$ cat config.mk
export PLATFORM = sky130hd
export DESIGN_NAME = mps_out_fifo
export DESIGN_NICKNAME = d
export VERILOG_FILES = /design/src/hdl/mps_pkg.sv /design/src/hdl/mps_out_fifo.sv
export SDC_FILE = /design/constraint.sdc
export NUM_CORES = 1
export LEC_CHECK = 0
export ABC_AREA = 1
export BUFFER_PORTS_ARGS = -buffer_cell sky130_fd_sc_hd__buf_2
export CAP_MARGIN = 20
export CELL_PAD_IN_SITES_DETAIL_PLACEMENT = 0
export CELL_PAD_IN_SITES_GLOBAL_PLACEMENT = 1
export CORE_MARGIN = 10
export CORE_UTILIZATION = 41
export DETAILED_ROUTE_END_ITERATION = 7
export PLACE_DENSITY_LB_ADDON = 0.1
export SLEW_MARGIN = 20
export SYNTH_ARGS = -nofsm -noshare
export SYNTH_HDL_FRONTEND = slang
export SYNTH_SLANG_ARGS = --single-unit
$ cat constraint.sdc
create_clock -name i_clk -period 2.1 [get_ports i_clk]
set_input_delay 0.42 -clock i_clk [delete_from_list [all_inputs] [get_ports i_clk]]
set_output_delay 0.42 -clock i_clk [all_outputs]
set_load 0.01 [all_outputs]
$ cat src/hdl/mps_pkg.sv
// Package for the streaming max-pooling block: default sizes, register codes,
// configuration field widths and the depth of the result queue.
// No dependencies; every other file of the block except mps_ram uses it.
package mps_pkg;

    // Defaults for the top-level parameters.
    localparam int DEF_MAX_COLS   = 1024;
    localparam int DEF_MAX_KERNEL = 8;
    localparam int DEF_DATA_WIDTH = 16;

    // Largest number of rows in one plane.
    localparam int ROW_LIMIT = 1024;

    // Configuration port widths.
    localparam int CFG_IDX_W  = 2;
    localparam int CFG_W      = 11;
    localparam int KERNEL_W   = 4;

    // Register reset values.
    localparam int RST_KERNEL = 2;
    localparam int RST_ROWS   = 28;
    localparam int RST_COLS   = 28;

    // Result queue between the line-store stage and the output channel.
    localparam int OUT_DEPTH = 4;
    localparam int OUT_CNT_W = 3;

    // Register indexes on the configuration port.
    typedef enum logic [CFG_IDX_W-1:0] {
        REG_KERNEL = 2'd0,
        REG_ROWS   = 2'd1,
        REG_COLS   = 2'd2
    } t_reg_idx;

endpackage

$ cat src/hdl/mps_out_fifo.sv
// Small result queue that decouples the pooling pipeline from the receiver.
// Holds OUT_DEPTH entries of WIDTH bits and reports its fill level.
// Depends on mps_pkg.
module mps_out_fifo #(
    parameter int WIDTH = 17
) (
    input  logic                          i_clk,
    input  logic                          i_rst_n,
    input  logic                          i_push,
    input  logic [WIDTH-1:0]              i_push_data,
    output logic                          o_valid,
    input  logic                          i_ready,
    output logic [WIDTH-1:0]              o_data,
    output logic [mps_pkg::OUT_CNT_W-1:0] o_count
);
    import mps_pkg::*;

    localparam int PTR_W = $clog2(OUT_DEPTH);

    logic [WIDTH-1:0]     r_buf [OUT_DEPTH];
    logic [PTR_W-1:0]     r_wr_ptr, n_wr_ptr;
    logic [PTR_W-1:0]     r_rd_ptr, n_rd_ptr;
    logic [OUT_CNT_W-1:0] r_count, n_count;
    logic                 pop;

    assign o_valid = (r_count != '0);
    assign pop     = o_valid && i_ready;
    assign o_data  = r_buf[r_rd_ptr];
    assign o_count = r_count;

    // Pointers wrap naturally since the depth is a power of two.
    always_comb begin
        n_wr_ptr = r_wr_ptr + PTR_W'(i_push);
        n_rd_ptr = r_rd_ptr + PTR_W'(pop);
        n_count  = r_count + OUT_CNT_W'(i_push) - OUT_CNT_W'(pop);
    end

    always_ff @(posedge i_clk) begin
        if (!i_rst_n) begin
            r_wr_ptr <= '0;
            r_rd_ptr <= '0;
            r_count  <= '0;
        end else begin
            r_wr_ptr <= n_wr_ptr;
            r_rd_ptr <= n_rd_ptr;
            r_count  <= n_count;
        end
    end

    // Payload storage needs no reset.
    always_ff @(posedge i_clk) begin
        if (i_push) begin
            r_buf[r_wr_ptr] <= i_push_data;
        end
    end

endmodule

* Word-level counts from Yosys, hierarchy flattened
Memory sizes are Yosys's and may differ from the RTL's. A register that Yosys moved wholly into a read port is not among the register bits.
Index checks and enable logic that the tools add are counted.
** Operators by class
- Add/sub/neg operators :: 4
- Multiplexer cells :: 3
- Reductions and logical operators :: 2
** Operators by type and width (number)
- adder 2 x 1 -> 2 bit :: 2
- adder 3 x 1 -> 3 bit :: 1
- nonzero test 3 bit :: 1
- subtractor 3 x 1 -> 3 bit :: 1
- 2-to-1 mux 1 bit :: 2
- 2-to-1 mux 2 bit :: 1
- logical AND 1 bit :: 1
** Word-level totals
- Register bits :: 7
- Memory bits (writable) :: 68
- Bits of input ports :: 21
- Output and inout port bits :: 21
- Logic and storage cells :: 13
- Memories :: 1
** Memory list
- r_buf :: depth 4, width 17, rd ports 1, clocked after Yosys merged registers in 1, wr ports 1, RTL line mps_out_fifo.sv:20 : logic [WIDTH-1:0] r_buf [OUT_DEPTH];

* Longest topological paths before layout
- Depth in word-level cells :: 4
- Depth in mapped cells :: 11
- Gate-level depth less buffers :: 11

* Worst setup path before layout
Ideal clock, no wire load.
- Kind :: input -> register
- Start point :: in i_push
- End point :: mem r_buf[0][0] (enable)
- Arrival time :: 1.673 ns
- Required time :: 1.687 ns
- Slack :: 0.015 ns
- Stages :: 2
- Cell sequence :: inv_1 nor3_1
** Between the ends
- Word-level cells in the longest chain between the ends :: 2
** Ends and longest elaborated chain
- from (decl) :: RTL line mps_out_fifo.sv:9 : input logic i_push,
- 2-to-1 mux 1 bit :: RTL line mps_out_fifo.sv:52 : if (i_push) begin
- 2-to-1 mux 1 bit (implied by the code) :: RTL line mps_out_fifo.sv:53 : r_buf[r_wr_ptr] <= i_push_data;
- to (decl) :: RTL line mps_out_fifo.sv:20
No other way between the ends.

==> reports/qor.yml <==
min_path:
  hold_path_class: "input port to flop"
detailed_routing:
  route.met3.wl_um: 190
  met1Wirelength_mm: 2.61
  drt_first_iter_violations: 85
  wl_met2_mm: 2.79
  first_pass_iters: 4
  drc_errors: 0
  vias: 1730
  ant_nets: 0
  vias_per_cell: 4.77
  highest_layer: "met4"
  wl_per_cell_um: 15.6
  drt_wl_total_mm: 5.66
outcome:
  status: "finished clean"
global_routing:
  grt_pass1_vias: 1799
  grt_use_total_pct: 10.7
  grt.overflow.total: 0
  antenna_found_initial: 0
  grt_first_pass_wirelength_mm: 9.11
  grt_start_max_net_pins: 36
sta:
  slew_violations: 0
  period_minus_slack_ns: 1.95
  finalCritPeriodShare_pct: 93.0
  skew_ns: 0.00605
  setup_ws_ns: 0.146
  final.setup.tns_ns: 0
  max_freq_mhz: 512
  slew_headroom_pct: 82.6
  grt_setup_unrepaired: "no"
  hold_violations: 0
  finalSetupViolCount: 0
  holdWs_ns: 0.292
  tightest_slew_ns: 0.260
yosys:
  ys_ff_latch: 75
  avgSynthCellArea_um2: 13.9
  synth_area_leaders: "edfxtp_1 (70%), nor2_1 (5.3%), dfxtp_1 (4.8%)"
  ys_seq_area_share_pct: 74.9
  synth_nets: 234
  yosys.area.top_type: "edfxtp_1"
  synth_cell_types: 22
  synth_area_um2: 2910
  synth_top_area_share_pct: 70.1
  ys_warn_count: 0
  synthCells: 210
finish:
  layout.nets: 287
  areaGrowthSynthToFinish_pct: 17.0
  nFillCells: 653
  fin_area_um2: 3410
  final_common_cell: "edfxtp_1"
  antennaDiodeCount: 0
  drive_above_1_share_pct: 27.3
  final_cell_mix: "edfxtp_1 (68), nor2_1 (41), buf_2 (41)"
setup_path:
  cp.required_ns: 1.68
  path_delay_family: "flip-flops"
  path_max_fanout: 13
  path_class: "flop to output pin"
  cp-end-kind: "output pin"
  crit_buf_inv: 2
  arrival_ns: 1.53
  cp-start-kind: "flop"
  cp_slowest_cell: "dfxtp_1"
  slowest_delay_ns: 0.47
  crit_chain: "buf_4, o21ai_0, o22ai_1, buf_2"
floorplan:
  chipHeight_um: 104
  ioPinCount: 42
  num_rows: 30
  core-area_um2: 6830
  dieArea_um2: 10900
  start_util_pct: 42.6
  die_w_um: 104
clock_tree:
  cts.path.max_buffers: 2
  cts_tree: "yes"
  cts_buffers: 9
  cts_resized: 0
  ctsHoldBuffers: 0
  cts_root_buf: "clkbuf_8"
  clkLatencyLatePin_ns: 0.34
  clkTransAtPathRegs_ns: 0.08
  numClockSinks: 75
  cts_max_level: 3
  cts_setup_buffers: 0
placed_design:
  dpl_worst_slack_ns: 0.245
  place_congestion: 0.672
  dp_hpwl_mm: 3.66
  place_area_um2: 3250
  port_buffers: 41
run:
  maxCapViolCount: 0
pwr:
  p_leak_nw: 1.25
  power_density_nw_per_um2: 1050
  power.total_mw: 3.56
  peakVddDrop_uv: 558
## path summary, 6_finish.rpt
check	from	to	slack [ns]	cells after the start
setup reg to reg	o_count[1]	o_count[2]	0.23	11
hold / removal	i_push_data[5]	r_buf[1][5]	0.29	1
hold reg to reg	o_count[2]	o_count[2]	0.53	2
setup / recovery	r_rd_ptr[1]	o_data[14]	0.15	4
## registers in the layout, summed over array words and instances, names as in the netlist
name      count
r_buf        68
r_wr_ptr      2
o_count       3
r_rd_ptr      2
## synthesized netlist by cell type
master and count:
nand2_2 1, inv_1 9, edfxtp_1 68, xor2_1 1
buf_6 6, inv_8 1, inv_4 1, xnor2_1 2
buf_8 1, nor2_1 41, o22ai_1 17, buf_4 3
ha_1 2, nor3_1 4, dfxtp_1 7, a21oi_1 1
nand3_1 1, nand4_1 1, fa_1 1, o21ai_1 12
nand2_1 8, o21ai_0 22
## logic make-up (layout without fill, tap and decap cells)
logic type,count (synthesis),after routing,synth area share [%]
flops,75,75,74.9
simple gates,56,56,7.60
compound gates,52,52,9.66
buf+inv,21,78,5.37
fa+ha+maj,3,3,1.55
xor+xnor,3,3,0.902
## metrics by stage
stage	util [%]	instances
final	49.9	363
after global routing	49.9	363
after CTS	49.9	363
after detailed placement	47.5	348
after global placement	47.5	348
after floorplan	-	210
## routing by layer
layer,GRT usage (%),vias to the layer above
li1,-,871
met5,0,-
met3,3.97,6
met1,12.3,816
met2,17.8,37
met4,3.58,0
## cell type report
class,instances,area [um2],share of cell area (%)
Clock inverter,6,33.8,0.991
Inverter,11,53.8,1.58
Multi-Input combinational cell,114,594,17.4
Clock buffer,9,124,3.63
Timing Repair Buffer,52,300,8.81
Tap cell,96,120,3.52
Sequential cell,75,2180,64.0
## power breakdown
part | internal (mW) | switching (mW)
clock network | 0.411 | 0.492
registers | 1.73 | 0.0542
logic | 0.336 | 0.541
No activity file was read; power rests on OpenSTA's default activity.
